===== src/rrlt_pkg.sv =====
// rrlt_pkg: shared types and constants of the request/response latency tracker
`default_nettype none

package rrlt_pkg;

    localparam int KIND_W    = 2;
    localparam int TIME_W    = 64;
    localparam int LEN_W     = 32;
    localparam int LIMIT_W   = 40;
    localparam int COUNT_W   = 32;
    localparam int CFG_IDX_W = 1;

    // stream word widths, rounded up to whole bytes
    localparam int S_TDATA_W = 168;
    localparam int M_TDATA_W = 168;

    localparam logic [LIMIT_W-1:0] STALL_LIMIT_RESET_NS = 40'd500000000;

    // input event kinds
    localparam logic [KIND_W-1:0] KIND_READ  = 2'd0;
    localparam logic [KIND_W-1:0] KIND_WRITE = 2'd1;
    localparam logic [KIND_W-1:0] KIND_CLOSE = 2'd2;

    // configuration register indexes
    localparam logic [CFG_IDX_W-1:0] CFG_ROLE_SERVER = 1'b0;
    localparam logic [CFG_IDX_W-1:0] CFG_STALL_LIMIT = 1'b1;

    typedef enum logic [1:0] {
        DIR_NONE = 2'd0,
        DIR_IN   = 2'd1,
        DIR_OUT  = 2'd2
    } dir_t;

    typedef enum logic [1:0] {
        STATUS_ONGOING = 2'd0,
        STATUS_SWITCH  = 2'd1,
        STATUS_DROP    = 2'd2
    } status_t;

endpackage

`default_nettype wire


===== src/request_response_latency_tracker_unit.sv =====
// request_response_latency_tracker_unit: per-connection request/response latency tracker
//
// the slave stream carries one i/o event per word (read, write or close, with
// enter and exit timestamps, byte count and a report-block flag); the master
// stream returns exactly one result word per event: run status, a transaction
// done flag with its latency, the previous run's byte counts and the switch count
// an event goes from the input register through one level of compare, subtract
// and select logic into the result register, which drives m_tvalid; one event
// per cycle is sustained while m_tready is high, since the tracking registers
// are updated in the same cycle as the result register
// the 64-bit stall subtract/compare and latency subtract set the clock path
// when the receiver holds m_tready low the result word stays put, the input
// register still takes one more word, and s_tready then drops until the
// result is taken
// reset clears all tracking state and both stream stages; role_server returns
// to 1 (server) and stall_limit_ns to 500 ms
// configuration is written through cfg_we/cfg_addr/cfg_wdata while the stream
// is idle: index 0 role_server, index 1 stall_limit_ns
`default_nettype none

module request_response_latency_tracker_unit
(
    input  wire logic                                  clk,
    input  wire logic                                  rst_n,

    input  wire logic                                  s_tvalid,
    output      logic                                  s_tready,
    // enter_time, exit_time, byte_len, emit_blocked, zero pad
    input  wire logic [rrlt_pkg::S_TDATA_W-1:0]        s_tdata,
    // kind
    input  wire logic [rrlt_pkg::KIND_W-1:0]           s_tuser,

    output      logic                                  m_tvalid,
    input  wire logic                                  m_tready,
    // txn_done, txn_latency_ns, prev_in_bytes, prev_out_bytes, switch_count, zero pad
    output      logic [rrlt_pkg::M_TDATA_W-1:0]        m_tdata,
    // status
    output      logic [1:0]                            m_tuser,

    input  wire logic                                  cfg_we,
    input  wire logic [rrlt_pkg::CFG_IDX_W-1:0]        cfg_addr,
    input  wire logic [rrlt_pkg::LIMIT_W-1:0]          cfg_wdata
);

    localparam int TW = rrlt_pkg::TIME_W;
    localparam int LW = rrlt_pkg::LEN_W;
    localparam int CW = rrlt_pkg::COUNT_W;

    // configuration
    logic                              role_server_reg;
    logic [rrlt_pkg::LIMIT_W-1:0]      stall_limit_reg;

    // input stage
    logic                              in_valid_reg, in_valid_next;
    logic [rrlt_pkg::KIND_W-1:0]       in_kind_reg;
    logic [TW-1:0]                     in_enter_reg;
    logic [TW-1:0]                     in_exit_reg;
    logic [LW-1:0]                     in_len_reg;
    logic                              in_blocked_reg;

    // result stage
    logic                              out_valid_reg, out_valid_next;
    rrlt_pkg::status_t                 out_status_reg;
    logic                              out_done_reg;
    logic [TW-1:0]                     out_latency_reg;
    logic [LW-1:0]                     out_prev_in_reg;
    logic [LW-1:0]                     out_prev_out_reg;
    logic [CW-1:0]                     out_switches_reg;

    // tracking state
    rrlt_pkg::dir_t cur_dir_reg,        cur_dir_next;
    logic [TW-1:0]  cur_start_reg,      cur_start_next;
    logic [TW-1:0]  cur_end_reg,        cur_end_next;
    logic [TW-1:0]  cur_txn_start_reg,  cur_txn_start_next;
    rrlt_pkg::dir_t last_dir_reg,       last_dir_next;
    logic [TW-1:0]  last_start_reg,     last_start_next;
    logic [TW-1:0]  last_end_reg,       last_end_next;
    logic [TW-1:0]  last_txn_start_reg, last_txn_start_next;
    logic [TW-1:0]  held_start_reg,     held_start_next;
    logic [TW-1:0]  held_txn_start_reg, held_txn_start_next;
    logic [LW-1:0]  in_bytes_reg,       in_bytes_next;
    logic [LW-1:0]  out_bytes_reg,      out_bytes_next;
    logic [LW-1:0]  last_in_bytes_reg,  last_in_bytes_next;
    logic [LW-1:0]  last_out_bytes_reg, last_out_bytes_next;
    logic [CW-1:0]  switches_reg,       switches_next;

    logic                              in_accept;
    logic                              advance;
    rrlt_pkg::status_t                 status_next;
    logic                              done_next;
    logic [TW-1:0]                     latency_next;

    rrlt_pkg::dir_t                    req_dir;
    rrlt_pkg::dir_t                    ev_dir;
    logic [TW-1:0]                     gap;
    logic                              stalled;
    logic [LW:0]                       in_sum;
    logic [LW:0]                       out_sum;
    logic [LW-1:0]                     in_sat;
    logic [LW-1:0]                     out_sat;

    assign advance   = in_valid_reg && (!out_valid_reg || m_tready);
    assign s_tready  = !in_valid_reg || advance;
    assign in_accept = s_tvalid && s_tready;

    assign in_valid_next  = in_accept ? 1'b1 : (advance ? 1'b0 : in_valid_reg);
    assign out_valid_next = advance ? 1'b1 : (m_tready ? 1'b0 : out_valid_reg);

    assign m_tvalid = out_valid_reg;
    assign m_tuser  = out_status_reg;
    assign m_tdata  = {7'd0, out_switches_reg, out_prev_out_reg, out_prev_in_reg,
                       out_latency_reg, out_done_reg};

    assign req_dir = role_server_reg ? rrlt_pkg::DIR_IN : rrlt_pkg::DIR_OUT;
    assign ev_dir  = (in_kind_reg == rrlt_pkg::KIND_READ) ? rrlt_pkg::DIR_IN
                                                          : rrlt_pkg::DIR_OUT;

    // stall check wraps modulo 2^64 like the timestamps
    assign gap     = in_exit_reg - cur_end_reg;
    assign stalled = (ev_dir == req_dir) && (gap > {24'd0, stall_limit_reg});

    assign in_sum  = {1'b0, in_bytes_reg} + {1'b0, in_len_reg};
    assign out_sum = {1'b0, out_bytes_reg} + {1'b0, in_len_reg};
    assign in_sat  = in_sum[LW] ? {LW{1'b1}} : in_sum[LW-1:0];
    assign out_sat = out_sum[LW] ? {LW{1'b1}} : out_sum[LW-1:0];

    always_comb
    begin
        cur_dir_next        = cur_dir_reg;
        cur_start_next      = cur_start_reg;
        cur_end_next        = cur_end_reg;
        cur_txn_start_next  = cur_txn_start_reg;
        last_dir_next       = last_dir_reg;
        last_start_next     = last_start_reg;
        last_end_next       = last_end_reg;
        last_txn_start_next = last_txn_start_reg;
        held_start_next     = held_start_reg;
        held_txn_start_next = held_txn_start_reg;
        in_bytes_next       = in_bytes_reg;
        out_bytes_next      = out_bytes_reg;
        last_in_bytes_next  = last_in_bytes_reg;
        last_out_bytes_next = last_out_bytes_reg;
        switches_next       = switches_reg;
        status_next         = rrlt_pkg::STATUS_ONGOING;
        done_next           = 1'b0;
        latency_next        = '0;

        case (in_kind_reg) inside
            rrlt_pkg::KIND_READ, rrlt_pkg::KIND_WRITE:
            begin
                if (cur_dir_reg == ev_dir)
                begin
                    if (ev_dir == rrlt_pkg::DIR_IN)
                        in_bytes_next = in_sat;
                    else
                        out_bytes_next = out_sat;
                    if (stalled)
                    begin
                        // drop everything but the running byte sums
                        cur_dir_next        = rrlt_pkg::DIR_NONE;
                        cur_start_next      = '0;
                        cur_end_next        = '0;
                        cur_txn_start_next  = '0;
                        last_dir_next       = rrlt_pkg::DIR_NONE;
                        last_start_next     = '0;
                        last_end_next       = '0;
                        last_txn_start_next = '0;
                        held_start_next     = '0;
                        held_txn_start_next = '0;
                        last_in_bytes_next  = '0;
                        last_out_bytes_next = '0;
                        switches_next       = '0;
                        status_next         = rrlt_pkg::STATUS_DROP;
                    end
                    else
                    begin
                        cur_end_next = in_exit_reg;
                    end
                end
                else
                begin
                    if (cur_dir_reg != rrlt_pkg::DIR_NONE)
                    begin
                        last_dir_next       = cur_dir_reg;
                        last_start_next     = cur_start_reg;
                        last_end_next       = cur_end_reg;
                        last_txn_start_next = cur_txn_start_reg;
                        last_in_bytes_next  = in_bytes_reg;
                        last_out_bytes_next = out_bytes_reg;
                    end
                    if (ev_dir == rrlt_pkg::DIR_IN)
                        in_bytes_next = in_len_reg;
                    else
                        out_bytes_next = in_len_reg;
                    cur_start_next = in_enter_reg;
                    cur_end_next   = in_exit_reg;
                    // a zero-length call leaves the direction open
                    if (in_len_reg != '0)
                    begin
                        cur_dir_next       = ev_dir;
                        cur_txn_start_next = in_exit_reg;
                    end
                    else
                    begin
                        cur_dir_next = rrlt_pkg::DIR_NONE;
                    end
                    status_next = rrlt_pkg::STATUS_SWITCH;
                end
            end
            rrlt_pkg::KIND_CLOSE:
            begin
                last_dir_next       = cur_dir_reg;
                last_start_next     = cur_start_reg;
                last_end_next       = cur_end_reg;
                last_txn_start_next = cur_txn_start_reg;
                last_in_bytes_next  = in_bytes_reg;
                last_out_bytes_next = out_bytes_reg;
                cur_dir_next        = rrlt_pkg::DIR_NONE;
                status_next         = rrlt_pkg::STATUS_SWITCH;
            end
            default:
            begin
                status_next = rrlt_pkg::STATUS_ONGOING;
            end
        endcase

        if (status_next == rrlt_pkg::STATUS_SWITCH)
        begin
            switches_next = switches_reg + 1'b1;
            if (last_dir_next == req_dir)
            begin
                held_start_next     = last_start_next;
                held_txn_start_next = last_txn_start_next;
            end
            else if (!in_blocked_reg && last_dir_next != rrlt_pkg::DIR_NONE &&
                     held_start_reg != '0)
            begin
                latency_next    = last_end_next - held_txn_start_reg;
                done_next       = 1'b1;
                held_start_next = '0;
            end
            if (in_kind_reg == rrlt_pkg::KIND_CLOSE)
                last_dir_next = rrlt_pkg::DIR_NONE;
        end
    end

    always_ff @(posedge clk or negedge rst_n)
    begin
        if (!rst_n)
        begin
            role_server_reg <= 1'b1;
            stall_limit_reg <= rrlt_pkg::STALL_LIMIT_RESET_NS;
        end
        else if (cfg_we)
        begin
            unique case (cfg_addr)
                rrlt_pkg::CFG_ROLE_SERVER: role_server_reg <= cfg_wdata[0];
                rrlt_pkg::CFG_STALL_LIMIT: stall_limit_reg <= cfg_wdata;
            endcase
        end
    end

    always_ff @(posedge clk or negedge rst_n)
    begin
        if (!rst_n)
        begin
            in_valid_reg  <= 1'b0;
            out_valid_reg <= 1'b0;
        end
        else
        begin
            in_valid_reg  <= in_valid_next;
            out_valid_reg <= out_valid_next;
        end
    end

    always_ff @(posedge clk)
    begin
        if (in_accept)
        begin
            in_kind_reg    <= s_tuser;
            in_enter_reg   <= s_tdata[63:0];
            in_exit_reg    <= s_tdata[127:64];
            in_len_reg     <= s_tdata[159:128];
            in_blocked_reg <= s_tdata[160];
        end
        if (advance)
        begin
            out_status_reg   <= status_next;
            out_done_reg     <= done_next;
            out_latency_reg  <= latency_next;
            out_prev_in_reg  <= last_in_bytes_next;
            out_prev_out_reg <= last_out_bytes_next;
            out_switches_reg <= switches_next;
        end
    end

    always_ff @(posedge clk or negedge rst_n)
    begin
        if (!rst_n)
        begin
            cur_dir_reg        <= rrlt_pkg::DIR_NONE;
            cur_start_reg      <= '0;
            cur_end_reg        <= '0;
            cur_txn_start_reg  <= '0;
            last_dir_reg       <= rrlt_pkg::DIR_NONE;
            last_start_reg     <= '0;
            last_end_reg       <= '0;
            last_txn_start_reg <= '0;
            held_start_reg     <= '0;
            held_txn_start_reg <= '0;
            in_bytes_reg       <= '0;
            out_bytes_reg      <= '0;
            last_in_bytes_reg  <= '0;
            last_out_bytes_reg <= '0;
            switches_reg       <= '0;
        end
        else if (advance)
        begin
            cur_dir_reg        <= cur_dir_next;
            cur_start_reg      <= cur_start_next;
            cur_end_reg        <= cur_end_next;
            cur_txn_start_reg  <= cur_txn_start_next;
            last_dir_reg       <= last_dir_next;
            last_start_reg     <= last_start_next;
            last_end_reg       <= last_end_next;
            last_txn_start_reg <= last_txn_start_next;
            held_start_reg     <= held_start_next;
            held_txn_start_reg <= held_txn_start_next;
            in_bytes_reg       <= in_bytes_next;
            out_bytes_reg      <= out_bytes_next;
            last_in_bytes_reg  <= last_in_bytes_next;
            last_out_bytes_reg <= last_out_bytes_next;
            switches_reg       <= switches_next;
        end
    end

`ifndef NO_ASSERTIONS
    // a drop clears the previous-run counts and the switch count
    a_drop_clears: assert property (@(posedge clk) disable iff (!rst_n)
        (m_tvalid && m_tuser == rrlt_pkg::STATUS_DROP) |->
        (out_switches_reg == '0 && out_prev_in_reg == '0 && out_prev_out_reg == '0))
        else $error("drop result carries stale counts");

    // a transaction is only reported on a direction switch
    a_done_on_switch: assert property (@(posedge clk) disable iff (!rst_n)
        (m_tvalid && out_done_reg) |-> (m_tuser == rrlt_pkg::STATUS_SWITCH))
        else $error("transaction reported without a switch");

    a_latency_zero: assert property (@(posedge clk) disable iff (!rst_n)
        (m_tvalid && !out_done_reg) |-> (out_latency_reg == '0))
        else $error("latency set without a transaction");

    // every processed event lands in the result register
    a_advance_fills: assert property (@(posedge clk) disable iff (!rst_n)
        advance |=> out_valid_reg)
        else $error("processed word lost");

    a_switch_count: assert property (@(posedge clk) disable iff (!rst_n)
        (advance && status_next == rrlt_pkg::STATUS_SWITCH) |=>
        (switches_reg == $past(switches_reg) + 1'b1))
        else $error("switch count did not step");
`endif

endmodule

`default_nettype wire

===== config.mk =====
export PLATFORM = sky130hd
export DESIGN_NAME = request_response_latency_tracker_unit
export DESIGN_NICKNAME = d
export VERILOG_FILES = /design/src/rrlt_pkg.sv /design/src/request_response_latency_tracker_unit.sv
export SDC_FILE = /design/constraint.sdc
export NUM_CORES = 2
export LEC_CHECK = 0
export BUFFER_PORTS_ARGS = -buffer_cell sky130_fd_sc_hd__buf_2
export CORE_MARGIN = 2
export CORE_UTILIZATION = 55
export CTS_CLUSTER_DIAMETER = 30
export DETAILED_ROUTE_END_ITERATION = 10
export HOLD_SLACK_MARGIN = 0.03
export PLACE_DENSITY_LB_ADDON = 0.08
export SLEW_MARGIN = 30
export SYNTH_ARGS = -nofsm -noshare
export SYNTH_HDL_FRONTEND = slang
export SYNTH_SLANG_ARGS = --single-unit

===== constraint.sdc =====
create_clock -name clk -period 12.2 [get_ports clk]
set_input_delay 3.05 -clock clk [delete_from_list [all_inputs] [get_ports clk]]
set_output_delay 3.05 -clock clk [all_outputs]
set_load 0.1 [all_outputs]

==> impl_summary.txt <==
----------------------------------------------------
[GRT]
  Largest net degree at the start of global routing ... 155
  Global-route wire length before repair ... 269500 um
  Via count of the first global-routing pass ... 46670
  Total GRT Usage ... 32.23%
  GRT overflow ... 0
  Antenna violations before repair ... 10

[Setup path]
  Critical Path Most Common Cell ... sky130_fd_sc_hd__buf_4
  Worst reg-to-reg path cell count ... 52
  Crit path max-delay cell type ... sky130_fd_sc_hd__or4_1
  Kind of start point of the critical path ... flop
  Arrival time reported for the critical path endpoint ... 11.82 ns
  Peak per-stage delay on the critical path ... 0.58 ns
  Type of the worst setup path ... flop to flop
  CP required ... 12.74 ns
  Critical Path Fanout Max ... 7
  Worst setup EP type ... flop

[Floorplanning]
  Rows ... 117
  Effective utilization at floorplan ... 55.45%
  Die Outline Area ... 105300 um^2
  Die boundary width ... 324.5 um
  Boundary Pins ... 388
  Placeable Area ... 101900 um^2
  Die span in y ... 324.5 um

[Clock tree]
  # clock sinks ... 1045
  Clock-pin slew reported for the worst setup and hold paths after clock tree synthesis ... 0.05 ns
  Number of H-tree levels ... 4
  Clock tree from TritonCTS ... yes
  Worst-skew pair later-pin latency ... 0.82 ns
  TritonCTS Buffers ... 222
  Maximum clock insertion buffer count ... 3
  Count of hold-fix buffers inserted at cts ... 0
  Root buffer cell ... sky130_fd_sc_hd__clkbuf_16

[STA]
  Setup repair after global routing missed its margin ... no
  Maximum operating frequency ... 0.08870 GHz
  Slew margin rel. ... 33.41%
  Final-layout setup total negative slack ... 0 ns
  Number of max-slew violations in the final report ... 0
  Final clock period utilization by the worst path ... 92.41%
  Post-route minimum period ... 11.27 ns
  Final count of negative-setup-slack endpoints ... 0
  Transition at the pin with the smallest max-transition slack ... 0.9989 ns
  Final hold violations ... 0
  Worst-case setup margin in the final layout ... 0.9254 ns
  Worst-case clock skew ... 0.05403 ns

[Synth]
  #FFs+latches synth ... 1045
  Cell types with the largest area share after synthesis ... sky130_fd_sc_hd__dfrtp_1, sky130_fd_sc_hd__edfxtp_1, sky130_fd_sc_hd__ha_1
  Gate count of the mapped netlist ... 5732
  Dominant cell type by area after synthesis ... sky130_fd_sc_hd__dfrtp_1
  Synth async-reset ratio ... 68.80%
  Main flop type after synthesis ... sky130_fd_sc_hd__dfrtp_1
  YS warnings ... 0
  Netlist area before placement ... 56500 um^2
  Distinct cells, synth ... 99
  Top-area cell type share of the netlist area ... 31.22%
  Post-synthesis sequential area ratio ... 49.20%
  Number of enable-type register cells in the synthesized netlist ... 326
  Syn Area/Cell ... 9.857 um^2

[Drt]
  Wirelength, routed ... 172600 um
  Residual antenna-violating net count after detailed routing ... 0
  Wire length per cell ... 22.58 um
  Via count of the routed design ... 47450
  DRC violations left ... 0
  1st-iter DRT viols ... 3952
  Number of iterations in the first detailed-routing pass ... 6
  Via-per-instance ratio ... 6.206

[Final layout]
  Top library cells by usage in the layout, fill and taps aside ... sky130_fd_sc_hd__nand2_1, sky130_fd_sc_hd__dfrtp_1, sky130_fd_sc_hd__o21ai_0, sky130_fd_sc_hd__a21oi_1, sky130_fd_sc_hd__buf_2
  Final layout net count ... 6523
  Share of post-route cells with drive strength above 1 ... 17.43%
  Syn-to-layout area delta ... 19.63%
  Commonest non-fill, non-tap cell in the layout ... sky130_fd_sc_hd__nand2_1

[Hold path]
  Cell count of the worst hold path ... 1
  Path class of the lowest-slack min-delay path ... flop to flop

[Place]
  I/O Buffers ... 373
  Placement Setup Slack ... 0.5079 ns
  Half-perimeter wire length after detailed placement ... 110600 um
  Final weighted congestion of routability-driven global placement ... 0.9498

[Power]
  Maximum vdd drop ... 0.1731 mV
  Static power due to leakage ... 0.02967 uW
  Total power per unit cell area ... 259.7 nW/um^2

[Run status]
  Status ... complete, no violations

[Job]
  Max-Cap Viols ... 0

----------------------------------------------------
-- power breakdown --
group          leakage [uW]  switching [uW]  internal (uW)
Sequential           0.0120             682           4540
Combinational        0.0139            3800           2420
Clock               0.00377            2080           4030
-- worst max-delay path, delay by kind of cell (launching register included) --
kind                       cells  cell delay, ns
AOI/OAI and AO/OA             23            5.07
and+or+nand+nor               13            2.54
buffers and inverters         10            1.45
adders and majority gates      4            1.22
DFF                            1            0.45
xor gates and xnor gates       2            0.29
-- path summary, 6_finish.rpt --
path,from,end,slack (ns)
hold / removal,in_enter_reg[17]$_DFFE_PP_,cur_start_reg[17]$_DFFE_PN0P_,0.46
setup / recovery,in_exit_reg[0]$_DFFE_PP_,out_latency_reg[61]$_SDFFCE_PP0P_,0.93
setup reg to reg,in_exit_reg[0]$_DFFE_PP_,out_latency_reg[61]$_SDFFCE_PP0P_,0.93
max in group asynchronous,rst_n,cur_txn_start_reg[36]$_DFFE_PN0P_,7.87
hold reg to reg,in_enter_reg[17]$_DFFE_PP_,cur_start_reg[17]$_DFFE_PN0P_,0.46
min in group asynchronous,rst_n,last_in_bytes_reg[19]$_DFFE_PN0P_,2.22
-- per-stage QoR --
step	instance area, um^2	total power (uW)	instances	hold WS (ns)	utilization (%)
after floorplan	56520	9668	5738	0.4428	-
after global placement	59590	11220	7211	0.4474	58.48
after detailed placement	59640	11350	7212	0.4513	58.53
after CTS	67450	17530	7636	0.4603	66.20
after global routing	67590	18520	7645	0.4783	66.34
final	67590	17550	7646	0.4600	66.34
-- synthesized netlist by cell type (45+ instances only) --
| cell type | n |
|---|---|
| sky130_fd_sc_hd__xor2_1 | 65 |
| sky130_fd_sc_hd__nand4_1 | 56 |
| sky130_fd_sc_hd__inv_1 | 235 |
| sky130_fd_sc_hd__o21ai_0 | 467 |
| sky130_fd_sc_hd__nor2_1 | 262 |
| sky130_fd_sc_hd__a21oi_1 | 439 |
| sky130_fd_sc_hd__nand3_1 | 278 |
| sky130_fd_sc_hd__a21o_1 | 93 |
| sky130_fd_sc_hd__dfrtp_1 | 705 |
| sky130_fd_sc_hd__mux2_2 | 111 |
| sky130_fd_sc_hd__nor3_1 | 60 |
| sky130_fd_sc_hd__clkbuf_1 | 265 |
| sky130_fd_sc_hd__edfxtp_1 | 326 |
| sky130_fd_sc_hd__mux2i_1 | 99 |
| sky130_fd_sc_hd__ha_1 | 231 |
| sky130_fd_sc_hd__buf_2 | 57 |
| sky130_fd_sc_hd__and3_1 | 45 |
| sky130_fd_sc_hd__o211ai_1 | 94 |
| sky130_fd_sc_hd__o22ai_1 | 79 |
| sky130_fd_sc_hd__nand2_1 | 734 |
| sky130_fd_sc_hd__xnor2_1 | 85 |
| sky130_fd_sc_hd__a22o_1 | 289 |
-- layer usage --
metal | vias to the layer above | wire length [um] | GRT usage [%]
li1 | 21860 | - | -
met5 | - | 21 | 0
met3 | 324 | 11950 | 5.728
met4 | 4 | 5115 | 11.02
met1 | 23500 | 76410 | 45.12
met2 | 1759 | 79130 | 50.77
-- what timing repair did --
item / in CTS / in global routing
setup endpoints to repair: 0 / 12
gates resized for setup: 0 / 8
hold endpoints to repair: 0 / 0
buffers inserted: 0 / 2
-- cell families after synthesis --
family | after synthesis | synth area share, %
other cells | 1 | 0.006637
xor+xnor | 150 | 2.325
compound gates | 1862 | 21.96
fa+ha+maj | 235 | 5.257
buf+inv | 613 | 4.398
mux | 210 | 3.966
flops | 1045 | 49.20
simple gates | 1616 | 12.89
-- cell type report --
class / instances / area (um^2)
clock inverter: 142 / 1587
clock buffer: 282 / 6220
antenna: 6 / 15.01
inverter: 239 / 904.6
tap: 1368 / 1712
timing repair buffer: 484 / 2889
multi-input combinational: 4080 / 26460
sequential: 1045 / 27800
fill: 8106 / 34300
Note: power is estimated with default switching activity, not from simulation.
